File: config.mk
export PLATFORM = sky130hd
export DESIGN_NAME = distance_vector_router_node
export DESIGN_NICKNAME = d
export VERILOG_FILES = /design/src/dvr_pkg.sv /design/src/dvr_cost_mem.sv /design/src/dvr_relax_unit.sv /design/src/distance_vector_router_node.sv
export SDC_FILE = /design/constraint.sdc
export NUM_CORES = 2
export LEC_CHECK = 0
export BUFFER_PORTS_ARGS = -buffer_cell sky130_fd_sc_hd__buf_4
export CAP_MARGIN = 5
export CORE_UTILIZATION = 35
export DETAILED_ROUTE_END_ITERATION = 12
export SLEW_MARGIN = 25
export SYNTH_ARGS = -nofsm -noshare
export SYNTH_HDL_FRONTEND = slang
export SYNTH_SLANG_ARGS = --single-unit
File: constraint.sdc
create_clock -name clock -period 4.82 [get_ports clock]
set_input_delay 0.241 -clock clock [delete_from_list [all_inputs] [get_ports clock]]
set_output_delay 0.241 -clock clock [all_outputs]
set_load 0.03 [all_outputs]
File: src/dvr_pkg.sv
// ----------------------------------------------------------------------------
// Distance-vector router package
// Shared widths, codes, reset values and the control bundle that the
// sequencer hands to the relaxation unit.
// ----------------------------------------------------------------------------
package dvr_pkg;

   localparam int IDX_W   = 3;
   localparam int COST_W  = 9;
   localparam int HOP_W   = 4;
   localparam int SUM_W   = 10;
   localparam int CSR_W   = 3;
   localparam int CSR_IW  = 1;

   localparam int COST_CAP = 128;

   localparam logic signed [COST_W-1:0] NO_ROUTE = -9'sd1;
   localparam logic signed [HOP_W-1:0]  NO_HOP   = -4'sd1;

   localparam logic KIND_LINK   = 1'b0;
   localparam logic KIND_VECTOR = 1'b1;

   localparam logic [CSR_IW-1:0] CSR_SELF_INDEX = 1'b0;
   localparam logic [CSR_IW-1:0] CSR_RECOMPUTE  = 1'b1;

   typedef struct packed {
      logic             step;
      logic             first;
      logic             skip;
      logic             diag;
      logic [IDX_W-1:0] hop;
   } relax_ctl_type;

endpackage

File: src/dvr_cost_mem.sv
// ----------------------------------------------------------------------------
// Cost table memory
// One write port and two registered read ports; entries never written since
// reset read as unreachable through a per-entry valid bit.
// ----------------------------------------------------------------------------
module dvr_cost_mem
   import dvr_pkg::*;
#(
   parameter int AW = 6
) (
   input  logic                     clock,
   input  logic                     reset,
   input  logic                     wr_en,
   input  logic [AW-1:0]            wr_addr,
   input  logic signed [COST_W-1:0] wr_data,
   input  logic [AW-1:0]            rd_addr_a,
   input  logic [AW-1:0]            rd_addr_b,
   output logic signed [COST_W-1:0] rd_data_a,
   output logic signed [COST_W-1:0] rd_data_b
);

   localparam int DEPTH = 1 << AW;

   logic signed [COST_W-1:0] mem [DEPTH];
   logic [DEPTH-1:0]         valid_ff;
   logic [DEPTH-1:0]         valid_in;
   logic signed [COST_W-1:0] data_a_ff;
   logic signed [COST_W-1:0] data_b_ff;
   logic                     vld_a_ff;
   logic                     vld_b_ff;

   // Reset clears every valid bit; a write in the same cycle marks its entry.
   always_comb begin
      valid_in = reset ? '0 : valid_ff;
      if (wr_en) begin
         valid_in[wr_addr] = 1'b1;
      end
   end

   always_ff @(posedge clock) begin
      valid_ff <= valid_in;
   end

   always_ff @(posedge clock) begin
      if (wr_en) begin
         mem[wr_addr] <= wr_data;
      end
      data_a_ff <= mem[rd_addr_a];
      data_b_ff <= mem[rd_addr_b];
      vld_a_ff  <= valid_ff[rd_addr_a];
      vld_b_ff  <= valid_ff[rd_addr_b];
   end

   assign rd_data_a = vld_a_ff ? data_a_ff : NO_ROUTE;
   assign rd_data_b = vld_b_ff ? data_b_ff : NO_ROUTE;

endmodule

File: src/dvr_relax_unit.sv
// ----------------------------------------------------------------------------
// Relaxation unit
// Adds one link cost to one advertised cost, drops a sum above the cap and
// keeps the running minimum and its hop over the hops of one destination.
// ----------------------------------------------------------------------------
module dvr_relax_unit
   import dvr_pkg::*;
(
   input  logic                     clock,
   input  relax_ctl_type            ctl,
   input  logic signed [COST_W-1:0] link_cost,
   input  logic signed [COST_W-1:0] far_cost,
   output logic signed [COST_W-1:0] best_cost,
   output logic [IDX_W-1:0]         best_hop
);

   logic signed [COST_W-1:0] best_ff;
   logic [IDX_W-1:0]         hop_ff;
   logic signed [COST_W-1:0] far_eff;
   logic signed [COST_W-1:0] base_cost;
   logic [IDX_W-1:0]         base_hop;
   logic [SUM_W-1:0]         sum;
   logic                     cand_ok;
   logic                     take;

   always_comb begin
      // The advertised cost of a hop to itself is zero by definition.
      far_eff   = ctl.diag ? '0 : far_cost;
      sum       = {2'b00, link_cost[COST_W-2:0]} + {2'b00, far_eff[COST_W-2:0]};
      cand_ok   = !ctl.skip && !link_cost[COST_W-1] && !far_eff[COST_W-1]
                  && (sum <= SUM_W'(COST_CAP));
      base_cost = ctl.first ? NO_ROUTE : best_ff;
      base_hop  = ctl.first ? '0 : hop_ff;
      // Strictly lower wins, so ties stay with the lower hop seen first.
      take      = cand_ok && (base_cost[COST_W-1] || (sum < {1'b0, base_cost}));
      best_cost = take ? COST_W'(sum) : base_cost;
      best_hop  = take ? ctl.hop : base_hop;
   end

   always_ff @(posedge clock) begin
      if (ctl.step) begin
         best_ff <= best_cost;
         hop_ff  <= best_hop;
      end
   end

endmodule

File: src/distance_vector_router_node.sv
// ----------------------------------------------------------------------------
// Distance-vector router node
// Bellman-Ford route table of one node with poison-reverse advertisement.
// ----------------------------------------------------------------------------
// A request transaction is taken at a rising edge with start high and busy
// low. It is either a link-cost change to a neighbour or one entry of a
// vector that a neighbour advertised; a negative cost is stored as
// unreachable. A link change (when recompute is enabled) or the final entry
// of a vector starts a recompute; any other request is absorbed in its own
// cycle and busy never rises.
// The recompute walks every destination and every hop through one shared
// add-and-compare unit, one pair per cycle, reading two cost-table entries
// each cycle. If any path cost changed, the node then sends its vector to
// every live neighbour: NODES response transactions per live neighbour,
// one per cycle, and none to a node that is not a live neighbour.
// rsp_last marks the final response.
// Responses appear on the rsp_ ports for exactly one cycle with rsp_valid
// high; the receiver cannot stall them. Busy falls once the last node has
// been visited, which can already be the cycle that carries the final one.
// Reset is synchronous: the cost table reads unreachable everywhere except
// the self entry, the node number is zero and recompute on link is enabled.
// Configuration writes are taken at any edge with csr_write high and are
// only expected while busy is low.
// ----------------------------------------------------------------------------
module distance_vector_router_node
   import dvr_pkg::*;
#(
   parameter int NODES = 8
) (
   input  logic                     clock,
   input  logic                     reset,
   input  logic                     start,
   output logic                     busy,
   input  logic                     req_kind,
   input  logic [IDX_W-1:0]         req_neighbor,
   input  logic [IDX_W-1:0]         req_entry_dest,
   input  logic signed [COST_W-1:0] req_cost,
   input  logic                     req_last_entry,
   output logic                     rsp_valid,
   output logic [IDX_W-1:0]         rsp_to_neighbor,
   output logic [IDX_W-1:0]         rsp_adv_dest,
   output logic signed [COST_W-1:0] rsp_adv_cost,
   output logic signed [HOP_W-1:0]  rsp_next_hop,
   output logic signed [COST_W-1:0] rsp_path_cost,
   output logic                     rsp_last,
   input  logic                     csr_write,
   input  logic [CSR_IW-1:0]        csr_index,
   input  logic [CSR_W-1:0]         csr_wdata
);

   localparam int IW = (NODES > 1) ? $clog2(NODES) : 1;
   localparam int AW = 2 * IW;
   localparam logic [IDX_W:0]  NODE_LIM = (IDX_W + 1)'(NODES);
   localparam logic [IW-1:0]   LAST_IDX = IW'(NODES - 1);

   typedef enum logic [1:0] {
      ST_IDLE,
      ST_SCAN,
      ST_SEND
   } state_type;

   state_type                state_ff, state_in;
   logic [IDX_W-1:0]         self_ff, self_in;
   logic                     recompute_ff, recompute_in;
   logic [IW-1:0]            d_ff, d_in;
   logic [IW-1:0]            h_ff, h_in;
   logic                     issue_ff, issue_in;
   logic                     s1_valid_ff, s1_valid_in;
   logic [IW-1:0]            s1_d_ff, s1_d_in;
   logic [IW-1:0]            s1_h_ff, s1_h_in;
   logic                     changed_ff, changed_in;
   logic [NODES-1:0]         live_ff, live_in;
   logic [IW-1:0]            i_ff, i_in;
   logic [IW-1:0]            j_ff, j_in;
   logic signed [COST_W-1:0] dist_ff [NODES];
   logic signed [COST_W-1:0] dist_in [NODES];
   logic signed [HOP_W-1:0]  route_ff [NODES];
   logic signed [HOP_W-1:0]  route_in [NODES];

   logic                     rsp_valid_ff, rsp_valid_in;
   logic [IDX_W-1:0]         rsp_to_neighbor_ff, rsp_to_neighbor_in;
   logic [IDX_W-1:0]         rsp_adv_dest_ff, rsp_adv_dest_in;
   logic signed [COST_W-1:0] rsp_adv_cost_ff, rsp_adv_cost_in;
   logic signed [HOP_W-1:0]  rsp_next_hop_ff, rsp_next_hop_in;
   logic signed [COST_W-1:0] rsp_path_cost_ff, rsp_path_cost_in;
   logic                     rsp_last_ff, rsp_last_in;

   logic                     accept;
   logic                     item_ok;
   logic                     store_vec;
   logic                     run;
   logic                     csr_self_ok;
   logic signed [COST_W-1:0] req_cost_norm;

   logic                     wr_en;
   logic [AW-1:0]            wr_addr;
   logic signed [COST_W-1:0] wr_data;
   logic [AW-1:0]            rd_addr_a;
   logic [AW-1:0]            rd_addr_b;
   logic signed [COST_W-1:0] link_cost;
   logic signed [COST_W-1:0] far_cost;

   relax_ctl_type            relax_ctl;
   logic signed [COST_W-1:0] best_cost;
   logic [IDX_W-1:0]         best_hop;

   logic                     commit;
   logic                     end_scan;
   logic                     dist_diff;
   logic [IW-1:0]            dist_sel;
   logic signed [COST_W-1:0] dist_cur;
   logic signed [HOP_W-1:0]  route_cur;
   logic                     live_cur;
   logic                     more_live;

   // ---------------------------------------------------------------------
   // Request decode. Requests that name a node outside the network, or that
   // arrive while the own node number is outside it, change nothing.
   // ---------------------------------------------------------------------
   always_comb begin
      accept        = start && (state_ff == ST_IDLE);
      item_ok       = ({1'b0, self_ff} < NODE_LIM) && ({1'b0, req_neighbor} < NODE_LIM)
                      && ((req_kind == KIND_LINK) || ({1'b0, req_entry_dest} < NODE_LIM));
      // A vector entry claiming to come from this node is not stored, but its
      // final-entry flag still starts a recompute.
      store_vec     = (req_kind == KIND_VECTOR) && (req_neighbor != self_ff);
      run           = item_ok && ((req_kind == KIND_LINK) ? recompute_ff : req_last_entry);
      req_cost_norm = req_cost[COST_W-1] ? NO_ROUTE : req_cost;
      csr_self_ok   = csr_write && (csr_index == CSR_SELF_INDEX)
                      && ({1'b0, csr_wdata[IDX_W-1:0]} < NODE_LIM);
   end

   // ---------------------------------------------------------------------
   // Cost-table write port. Reset writes the self entry of node zero; a new
   // node number writes its own self entry; requests write links or vectors.
   // ---------------------------------------------------------------------
   always_comb begin
      wr_en   = 1'b0;
      wr_addr = '0;
      wr_data = '0;
      if (reset) begin
         wr_en = 1'b1;
      end else if (csr_self_ok) begin
         wr_en   = 1'b1;
         wr_addr = {csr_wdata[IW-1:0], csr_wdata[IW-1:0]};
      end else if (accept && item_ok && ((req_kind == KIND_LINK) || store_vec)) begin
         wr_en   = 1'b1;
         wr_data = req_cost_norm;
         if (req_kind == KIND_LINK) begin
            wr_addr = {self_ff[IW-1:0], req_neighbor[IW-1:0]};
         end else begin
            wr_addr = {req_neighbor[IW-1:0], req_entry_dest[IW-1:0]};
         end
      end
   end

   // Port A reads the own link cost to the hop, port B what the hop
   // advertised for the destination.
   assign rd_addr_a = {self_ff[IW-1:0], h_ff};
   assign rd_addr_b = {h_ff, d_ff};

   dvr_cost_mem #(
      .AW (AW)
   ) u_cost_mem (
      .clock     (clock),
      .reset     (reset),
      .wr_en     (wr_en),
      .wr_addr   (wr_addr),
      .wr_data   (wr_data),
      .rd_addr_a (rd_addr_a),
      .rd_addr_b (rd_addr_b),
      .rd_data_a (link_cost),
      .rd_data_b (far_cost)
   );

   // ---------------------------------------------------------------------
   // The relaxation unit sees each destination and hop pair in the cycle after
   // its addresses were issued. The own hop never counts as a candidate.
   // ---------------------------------------------------------------------
   always_comb begin
      relax_ctl.step  = s1_valid_ff;
      relax_ctl.first = (s1_h_ff == '0);
      relax_ctl.skip  = (IDX_W'(s1_h_ff) == self_ff);
      relax_ctl.diag  = (s1_h_ff == s1_d_ff);
      relax_ctl.hop   = IDX_W'(s1_h_ff);
   end

   dvr_relax_unit u_relax_unit (
      .clock     (clock),
      .ctl       (relax_ctl),
      .link_cost (link_cost),
      .far_cost  (far_cost),
      .best_cost (best_cost),
      .best_hop  (best_hop)
   );

   // ---------------------------------------------------------------------
   // Route table lookup and broadcast bookkeeping.
   // ---------------------------------------------------------------------
   always_comb begin
      commit    = s1_valid_ff && (s1_h_ff == LAST_IDX) && (IDX_W'(s1_d_ff) != self_ff);
      end_scan  = s1_valid_ff && (s1_h_ff == LAST_IDX) && (s1_d_ff == LAST_IDX);
      dist_sel  = (state_ff == ST_SEND) ? j_ff : s1_d_ff;
      dist_cur  = dist_ff[dist_sel];
      route_cur = route_ff[dist_sel];
      dist_diff = commit && (dist_cur != best_cost);
      live_cur  = live_ff[i_ff];
      more_live = 1'b0;
      for (int k = 0; k < NODES; k++) begin
         if ((IW'(k) > i_ff) && live_ff[k]) begin
            more_live = 1'b1;
         end
      end
   end

   // ---------------------------------------------------------------------
   // Sequencer.
   // ---------------------------------------------------------------------
   always_comb begin
      state_in           = state_ff;
      self_in            = self_ff;
      recompute_in       = recompute_ff;
      d_in               = d_ff;
      h_in               = h_ff;
      issue_in           = issue_ff;
      s1_valid_in        = 1'b0;
      s1_d_in            = s1_d_ff;
      s1_h_in            = s1_h_ff;
      changed_in         = changed_ff;
      live_in            = live_ff;
      i_in               = i_ff;
      j_in               = j_ff;
      dist_in            = dist_ff;
      route_in           = route_ff;
      rsp_valid_in       = 1'b0;
      rsp_to_neighbor_in = rsp_to_neighbor_ff;
      rsp_adv_dest_in    = rsp_adv_dest_ff;
      rsp_adv_cost_in    = rsp_adv_cost_ff;
      rsp_next_hop_in    = rsp_next_hop_ff;
      rsp_path_cost_in   = rsp_path_cost_ff;
      rsp_last_in        = rsp_last_ff;

      // Configuration. A new node number inside the network gets a zero path cost to itself.
      if (csr_write) begin
         case (csr_index)
            CSR_SELF_INDEX: begin
               self_in = csr_wdata[IDX_W-1:0];
               if (csr_self_ok) begin
                  dist_in[csr_wdata[IW-1:0]] = '0;
               end
            end
            CSR_RECOMPUTE: begin
               recompute_in = csr_wdata[0];
            end
            default: begin
            end
         endcase
      end

      case (state_ff)
         ST_IDLE: begin
            if (accept && run) begin
               state_in    = ST_SCAN;
               d_in        = '0;
               h_in        = '0;
               issue_in    = 1'b1;
               changed_in  = 1'b0;
            end
         end
         ST_SCAN: begin
            s1_valid_in = issue_ff;
            s1_d_in     = d_ff;
            s1_h_in     = h_ff;
            if (issue_ff) begin
               if (h_ff == LAST_IDX) begin
                  h_in = '0;
                  if (d_ff == LAST_IDX) begin
                     issue_in = 1'b0;
                  end else begin
                     d_in = d_ff + 1'b1;
                  end
               end else begin
                  h_in = h_ff + 1'b1;
               end
            end
            // Every pass reads the whole own row, so the live-neighbour mask
            // is rebuilt along the way.
            if (s1_valid_ff) begin
               live_in[s1_h_ff] = !link_cost[COST_W-1] && (IDX_W'(s1_h_ff) != self_ff);
            end
            if (commit) begin
               dist_in[s1_d_ff]  = best_cost;
               route_in[s1_d_ff] = best_cost[COST_W-1] ? NO_HOP : HOP_W'(best_hop);
               changed_in        = changed_ff || dist_diff;
            end
            if (end_scan) begin
               state_in = (changed_ff || dist_diff) ? ST_SEND : ST_IDLE;
               i_in     = '0;
               j_in     = '0;
            end
         end
         ST_SEND: begin
            if (live_cur) begin
               rsp_valid_in       = 1'b1;
               rsp_to_neighbor_in = IDX_W'(i_ff);
               rsp_adv_dest_in    = IDX_W'(j_ff);
               rsp_next_hop_in    = route_cur;
               rsp_path_cost_in   = dist_cur;
               // Poison reverse: a route through the receiver is sent as
               // unreachable.
               rsp_adv_cost_in    = (route_cur == {1'b0, IDX_W'(i_ff)}) ? NO_ROUTE : dist_cur;
               rsp_last_in        = (j_ff == LAST_IDX) && !more_live;
               if (j_ff == LAST_IDX) begin
                  j_in = '0;
                  if (i_ff == LAST_IDX) begin
                     state_in = ST_IDLE;
                  end else begin
                     i_in = i_ff + 1'b1;
                  end
               end else begin
                  j_in = j_ff + 1'b1;
               end
            end else begin
               j_in = '0;
               if (i_ff == LAST_IDX) begin
                  state_in = ST_IDLE;
               end else begin
                  i_in = i_ff + 1'b1;
               end
            end
         end
         default: begin
            state_in = ST_IDLE;
         end
      endcase
   end

   always_ff @(posedge clock) begin
      if (reset) begin
         state_ff     <= ST_IDLE;
         self_ff      <= '0;
         recompute_ff <= 1'b1;
         issue_ff     <= 1'b0;
         s1_valid_ff  <= 1'b0;
         changed_ff   <= 1'b0;
         live_ff      <= '0;
         rsp_valid_ff <= 1'b0;
         // Node zero reaches itself at no cost; everything else is unreachable.
         for (int k = 0; k < NODES; k++) begin
            dist_ff[k]  <= (k == 0) ? '0 : NO_ROUTE;
            route_ff[k] <= NO_HOP;
         end
      end else begin
         state_ff     <= state_in;
         self_ff      <= self_in;
         recompute_ff <= recompute_in;
         issue_ff     <= issue_in;
         s1_valid_ff  <= s1_valid_in;
         changed_ff   <= changed_in;
         live_ff      <= live_in;
         rsp_valid_ff <= rsp_valid_in;
         dist_ff      <= dist_in;
         route_ff     <= route_in;
      end
      d_ff               <= d_in;
      h_ff               <= h_in;
      s1_d_ff            <= s1_d_in;
      s1_h_ff            <= s1_h_in;
      i_ff               <= i_in;
      j_ff               <= j_in;
      rsp_to_neighbor_ff <= rsp_to_neighbor_in;
      rsp_adv_dest_ff    <= rsp_adv_dest_in;
      rsp_adv_cost_ff    <= rsp_adv_cost_in;
      rsp_next_hop_ff    <= rsp_next_hop_in;
      rsp_path_cost_ff   <= rsp_path_cost_in;
      rsp_last_ff        <= rsp_last_in;
   end

   assign busy            = (state_ff != ST_IDLE);
   assign rsp_valid       = rsp_valid_ff;
   assign rsp_to_neighbor = rsp_to_neighbor_ff;
   assign rsp_adv_dest    = rsp_adv_dest_ff;
   assign rsp_adv_cost    = rsp_adv_cost_ff;
   assign rsp_next_hop    = rsp_next_hop_ff;
   assign rsp_path_cost   = rsp_path_cost_ff;
   assign rsp_last        = rsp_last_ff;

endmodule
# Word-level counts from Yosys, hierarchy flattened
# Memories as Yosys holds them, arrays and structs flattened. A register that Yosys moved wholly into a read port is not among the register bits.
# Index checks and enable logic that the tools add are counted.
# W data, S select, Z words.
# word_totals
out_inout_bits	31
mem_bits_rw	576
in_bits	25
mem_count	1
word_cells	249
ff_bits	247
# classes
muxes	95
n_addsub	5
bitwise_logic	10
eq_ne	22
n_reduce_logical	53
magnitude_cmp	22
# mem_list
memory	depth	width	rd	rd_clocked_by_memory_dff	wr	line_no	text
u_cost_mem.mem	64	9	2	2	1	dvr_cost_mem.sv:24	logic signed [COST_W-1:0] mem [DEPTH];
# op_table
cell	n
$mux W72	5
$mux W64	2
$mux W9	13
$and A72 B72 Y72	1
$bwmux W72	1
$not A72 Y72	1
$or A64 B64 Y64	1
$demux W9 S3	2
$mux W3	15
$bwmux W32	1
$bmux W9 S3	1
$logic_and A1 B1 Y1	27
$mux W1	26
$mux W6	4
$pmux W3 S2	4
$lt A6 B7 Y1 const B	3
$eq A3 B3 Y1 const B	6
$mux W4	4
$reduce_and A2 Y1	7
$add A3 B1 Y3 const B	4
$bmux W1 S6	2
$bmux W4 S3	1
$demux W4 S3	1
$ge A4 B4 Y1 const B	3
other kinds (36)	72

# Depth between registers and ports, before layout
# logic_depth
word_depth	13
depth_mapped	24
mapped_depth_nobuf	22

# Modules after synthesis
# Synthesis repeated with hierarchy kept, for this count alone.
# unflattened
hier_cells	2600
area_unflattened_um2	39475.4
# modules_own_cells
module	n_inst	area_each_um2	cells_each	seq_area_each_um2
dvr_cost_mem	1	30407.9	1702	18978.2
distance_vector_router_node	1	7830.0	766	3853.7
dvr_relax_unit	1	1237.4	132	360.3

# Worst setup path before layout
# No wires, ideal clock.
# synth_path
kind	register to register
startpoint	reg s1_d_ff[2]
endpoint	reg state_ff[1]
setup_slack_ns	-0.024
synth_period_minus_slack_ns	4.844
t_arrival_ns	4.714
stages_incl_launch_ff	24
setup_time_ns	0.130
required_time_ns	4.690
n_path_buf	2
path_cell_list	edfxtp_1 -> buf_2 -> xor2_1 -> nor3_2 -> a21oi_1 -> ha_1 -> and3_4 -> a221oi_1 -> o21ba_2 -> xor2_1 -> inv_1 -> ha_1 -> a21o_1 -> a21oi_1 -> nor3_1 -> a31oi_1 -> nand2_1 -> a21oi_4 -> buf_8 -> mux2i_2 -> xnor2_1 -> nand4_1 -> o21ai_2 -> o22ai_1
# synth_between
elab_chain_len	13
elab_cells_between_ends	28
classes_between	add/sub (1); order compare (2); eq/ne (5); mux (9); bitwise (1); reduce/logical (10)
# synth_rtl
item	line_no	text
start: declaration	distance_vector_router_node.sv:69	logic [IW-1:0] s1_d_ff, s1_d_in;
start signal: assignment	distance_vector_router_node.sv:367	s1_d_ff <= s1_d_in;
$eq A3 B3 Y1 (*)	distance_vector_router_node.sv:184	relax_ctl.diag = (s1_h_ff == s1_d_ff);
$mux W9 (*)	dvr_relax_unit.sv:28	far_eff = ctl.diag ? '0 : far_cost;
$add A8 B8 Y9 or $logic_not A1 Y1 (tied branches)	dvr_relax_unit.sv:29, dvr_relax_unit.sv:30	
$le A10 B8 Y1 (tied with other cells)	dvr_relax_unit.sv:31	&& (sum <= SUM_W'(COST_CAP));
$logic_and A1 B1 Y1 or $logic_or A1 B1 Y1 (tied branches)	dvr_relax_unit.sv:31, dvr_relax_unit.sv:35	
$logic_and A1 B1 Y1	dvr_relax_unit.sv:35	take = cand_ok && (base_cost[COST_W-1] || (sum < {1'b0, base_cost}));
$mux W9 (*)	dvr_relax_unit.sv:36	best_cost = take ? COST_W'(sum) : base_cost;
net best_cost[1]	distance_vector_router_node.sv:104	logic signed [COST_W-1:0] best_cost;
$ne A9 B9 Y1 (*)	distance_vector_router_node.sv:206	dist_diff = commit && (dist_cur != best_cost);
$logic_and A1 B1 Y1 (*)	distance_vector_router_node.sv:206	
$logic_or A1 B1 Y1 (*)	distance_vector_router_node.sv:297	state_in = (changed_ff || dist_diff) ? ST_SEND : ST_IDLE;
$mux W2 (*)	distance_vector_router_node.sv:297	
$mux W2 (*)	distance_vector_router_node.sv:296	if (end_scan) begin
$pmux W2 S3 (*)	distance_vector_router_node.sv:260	case (state_ff)
end signal: assignment	distance_vector_router_node.sv:354	state_ff <= state_in;
end: declaration	distance_vector_router_node.sv:62	state_type state_ff, state_in;
# Mark *: on every way through the listed nets, which the timed path passes. The rest lies on a longest branch. The select of a mux whose other input is x is not followed.
# A chain may end at the register's enable or synchronous reset.

# Worst setup path after layout
# layout_path
startpoint	reg s1_h_ff[2]
endpoint	reg state_ff[1]
# layout_between
elab_chain_len	13
elab_cells_between_ends	28
classes_between	add/sub (1); order compare (2); eq/ne (5); mux (6); reduce/logical (14)
# layout_rtl
item	line_no	text
start: declaration	distance_vector_router_node.sv:70	logic [IW-1:0] s1_h_ff, s1_h_in;
start signal: assignment	distance_vector_router_node.sv:368	s1_h_ff <= s1_h_in;
$eq A3 B3 Y1, on equally long branches	distance_vector_router_node.sv:184, distance_vector_router_node.sv:183	
$mux W9 or $logic_not A1 Y1 (tied branches)	dvr_relax_unit.sv:28, dvr_relax_unit.sv:30	
$add A8 B8 Y9 (tied with other cells)	dvr_relax_unit.sv:29	sum = {2'b00, link_cost[COST_W-2:0]} + {2'b00, far_eff[COST_W-2:0]};
$le A10 B8 Y1 (tied with other cells)	dvr_relax_unit.sv:31	
$logic_and A1 B1 Y1 or $logic_or A1 B1 Y1 (tied branches)	dvr_relax_unit.sv:31, dvr_relax_unit.sv:35	
$logic_and A1 B1 Y1	dvr_relax_unit.sv:35	
$mux W9 (*)	dvr_relax_unit.sv:36	
net best_cost[3]	distance_vector_router_node.sv:104	
$ne A9 B9 Y1 (*)	distance_vector_router_node.sv:206	
$logic_and A1 B1 Y1 (*)	distance_vector_router_node.sv:206	
$logic_or A1 B1 Y1 (*)	distance_vector_router_node.sv:297	
$mux W2 (*)	distance_vector_router_node.sv:297	
$mux W2 (*)	distance_vector_router_node.sv:296	
$pmux W2 S3 (*)	distance_vector_router_node.sv:260	
# Marks and branches as above.

==> flow_metrics.tcl <==
set metrics [dict create \
    outcome "complete, no violations" \
    grt_antenna_before_repair 6 \
    wl_mm 105 \
    core_area_sq_um 109000 \
    grt_pass1_wl_mm 156 \
    clock_latency_ps 660 \
    hp-class "in2reg" \
    path_max_fanout 7 \
    synthesis.nets 2324 \
    synthesis.area_sq_um 38800 \
    io_pins 56 \
    ant_nets 0 \
    nets 2450 \
    synth_cell_types 66 \
    numCtsBuffers 88 \
    drc 0 \
    die_y_microns 335 \
    numClockSinks 841 \
    crit_buf_inv 2 \
    area_growth_pct 15.4 \
    drive_above_1_share 0.338 \
    p_int_mw 13.5 \
    cts_tree "yes" \
    pwr-share-clk 0.367 \
    ys.flop_type "edfxtp_1" \
    clockBufferDepth 3 \
    start_util 0.355 \
    final_area_sq_um 44800 \
    antenna_cells 0 \
    dr.pass1.iters 5 \
    switchingPower_mw 4.92 \
    avgSynthCellArea_sq_um 17.1 \
    filler_cell_count 9691 \
    fin_skew_ps 33.2 \
    finalHoldViolations 0 \
    path_cells "xor2_1, nor3_2, buf_4, a21oi_1, ha_1, nor2b_2, o211ai_1, a21boi_1, o32a_1, ha_2, a21o_1, a21oi_2, nor3_1, a31oi_1, nand2_1, a21oi_4, buf_12, mux2i_4, xnor2_1, nand4_1, o21ai_2, o22ai_1" \
    vias 22700 \
    power.density_nw_per_um2 410 \
    grt_max_degree 116 \
    period_share 0.959 \
    dp_hpwl_mm 67.8 \
    switching_share 0.267 \
    maxCapViolCount 0 \
    chipWidth_microns 335 \
    synthTopCellsByArea "edfxtp_1, mux4_2, dfxtp_1, a221o_1, nor2_1" \
    grt_overflow 0 \
    synthCells 2269 \
    synthTopCellsByCount "edfxtp_1, mux4_2, dfxtp_1" \
    crit_slowest_cell "edfxtp_1" \
    slew_violations 0 \
    yosysMostFrequentCell "edfxtp_1" \
    multi_input_area_sq_um 14700 \
    critPathTopFamily "compound AO/OA/AOI/OAI gates" \
    drtIter0Drc 2532 \
    cp-start-kind "flop" \
    fmax_mhz 216 \
    seqPwrFrac 0.442 \
    h-tree-depth 3 \
    gp_congestion 0.828 \
    arrival_ps 5130 \
    ys_ff_latch 841 \
    ir_drop_mv 0.222 \
    dpl_cell_area_sq_um 41700 \
    regArea_sq_um 23200 \
    synth_top_area_share 0.491 \
    root_buffer "clkbuf_16" \
    fin_tns_setup_ps 0 \
    crit_required_ps 5330 \
    wl_per_cell_microns 26.6 \
    clk_pin_slew_worst_paths_ps 60 \
    rows 121 \
    avgViaCountPerCell 5.75 \
    finalCriticalPeriod_ps 4620 \
    track_usage 0.187 \
    p_leak_nw 14.3 \
    synth_edf_count 635 \
    end_kind "flop" \
    tightest_slew_ps 1080 \
    synth_top_area_cell "edfxtp_1" \
    dieArea_sq_um 112000 \
    finalSetupViolCount 0 \
    async_flop_share 0 \
    seq_area_frac_synth 0.597 \
    io_buffers 55 \
    max_stage_delay_ps 400 \
    crit_type "reg2reg" \
    comb_power_share 0.191 \
    relSlewSlack 0.279 \
    ys_warn_count 0 \
    grt_pass1_vias 23100 \
]
[metrics by stage]
step	util	power [mW]	std cells	hold WS, ps	setup WS, ps
floorplan	-	10.5	2269	377	17.2
global placement	0.381	11.6	3764	433	135
detailed placement	0.381	11.7	3765	432	33.1
CTS	0.407	18.4	3933	35.3	4.86
global route	0.409	19.0	3944	64.0	-31.2
finish	0.409	18.4	3944	74.4	198
[registers in the layout (all words and copies together), names as in the netlist, 4 cells and up]
register	cells
route_ff	32
u_cost_mem.data_b_ff	9
rsp_path_cost	9
live_ff	8
dist_ff	72
u_cost_mem.data_a_ff	9
rsp_next_hop	4
u_relax_unit.best_ff	9
rsp_adv_cost	9
u_cost_mem.valid_ff	64
u_cost_mem.mem	576
[kinds of logic (layout without fill, tap and decap cells)]
| kind of cell | Yosys count | after routing | share of synthesized area |
|---|---|---|---|
| mux | 480 | 480 | 0.269 |
| fa+ha+maj | 30 | 30 | 0.00986 |
| compound gates | 271 | 271 | 0.0506 |
| xor+xnor | 28 | 28 | 0.00632 |
| buf+inv | 279 | 478 | 0.0279 |
| flops | 841 | 841 | 0.597 |
| simple gates | 340 | 340 | 0.0393 |
[path summary, 6_finish.rpt]
kind | start | endpoint | slack [ps] | depth (start not counted)
worst max-delay path | s1_h_ff[2] | state_ff[1] | 200 | 22
worst min-delay path | csr_index | self_ff[1] | 70 | 3
worst max register to register | s1_h_ff[2] | state_ff[1] | 200 | 22
worst min register to register | route_ff[11] | route_ff[11] | 440 | 2
[what timing repair did]
item / 4_1_cts / 5_1_grt
hold buffers: 5 / 0
pin swaps: 1 / 17
endpoints found under the hold margin: 12 / 0
setup endpoints to repair: 1 / 35
gates cloned: 0 / 2
resized for setup: 0 / 17
buffers inserted: 0 / 8
[routing by layer]
layer / vias to the layer above / global-route usage / share of wire
met3: 170 / 0.0271 / 0.069
li1: 9513 / - / -
met1: 12100 / 0.260 / 0.41
met2: 926 / 0.306 / 0.49
met5: - / 0 / 0.00045
met4: 6 / 0.0532 / 0.026
[final cells by class]
| type | instances | share of cell area |
|---|---|---|
| Multi-Input combinational cell | 1149 | 0.328 |
| Inverter | 107 | 0.00897 |
| Clock buffer | 117 | 0.0530 |
| Sequential cell | 841 | 0.518 |
| Timing Repair Buffer | 208 | 0.0406 |
| Clock inverter | 46 | 0.0102 |
| Tap cell | 1476 | 0.0412 |
[power groups by stage]
stage / Clock (mW) / Combinational, mW / Sequential (mW)
final: 6.75 / 3.50 / 8.13
after global routing: 7.14 / 3.72 / 8.14
after CTS: 6.87 / 3.44 / 8.13
after detailed placement: 0 / 3.43 / 8.29
after global placement: 0 / 3.36 / 8.29
after floorplan: 0 / 2.34 / 8.18
[layout by cell type (no fill, tap or decap), drive strengths merged, types with 3 or more instances in the layout]
| cell type | n |
|---|---|
| ha | 29 |
| nor2b | 11 |
| dlygate4sd3 | 5 |
| or2 | 8 |
| o21ai | 22 |
| nand2b | 24 |
| clkinv | 32 |
| nand4 | 5 |
| mux4 | 446 |
| nand2 | 92 |
| clkbuf | 118 |
| o21a | 13 |
| bufinv | 7 |
| and2 | 8 |
| a211o | 21 |
| nand3 | 16 |
| xnor2 | 19 |
| inv | 110 |
| a221o | 56 |
| nor2 | 148 |
| dfxtp | 206 |
| a21boi | 3 |
| a31oi | 3 |
| or3 | 6 |
| a21oi | 65 |
| mux2 | 6 |
| a211oi | 3 |
| xor2 | 9 |
| o22ai | 65 |
| edfxtp | 635 |
| buf | 202 |
| clkinvlp | 4 |
| a21o | 3 |
| mux2i | 28 |
| and3 | 3 |
| nor3 | 12 |
[worst reg2reg max path: cells and delay by family, from the launching register on]
kind	cells	cell delay, ps
mux	1	260
fa+ha+maj	2	520
compound gates	10	1860
buf+inv	2	370
xor+xnor	2	320
simple gates	5	750
flops	1	400
Note: power is estimated with default switching activity, not from simulation.
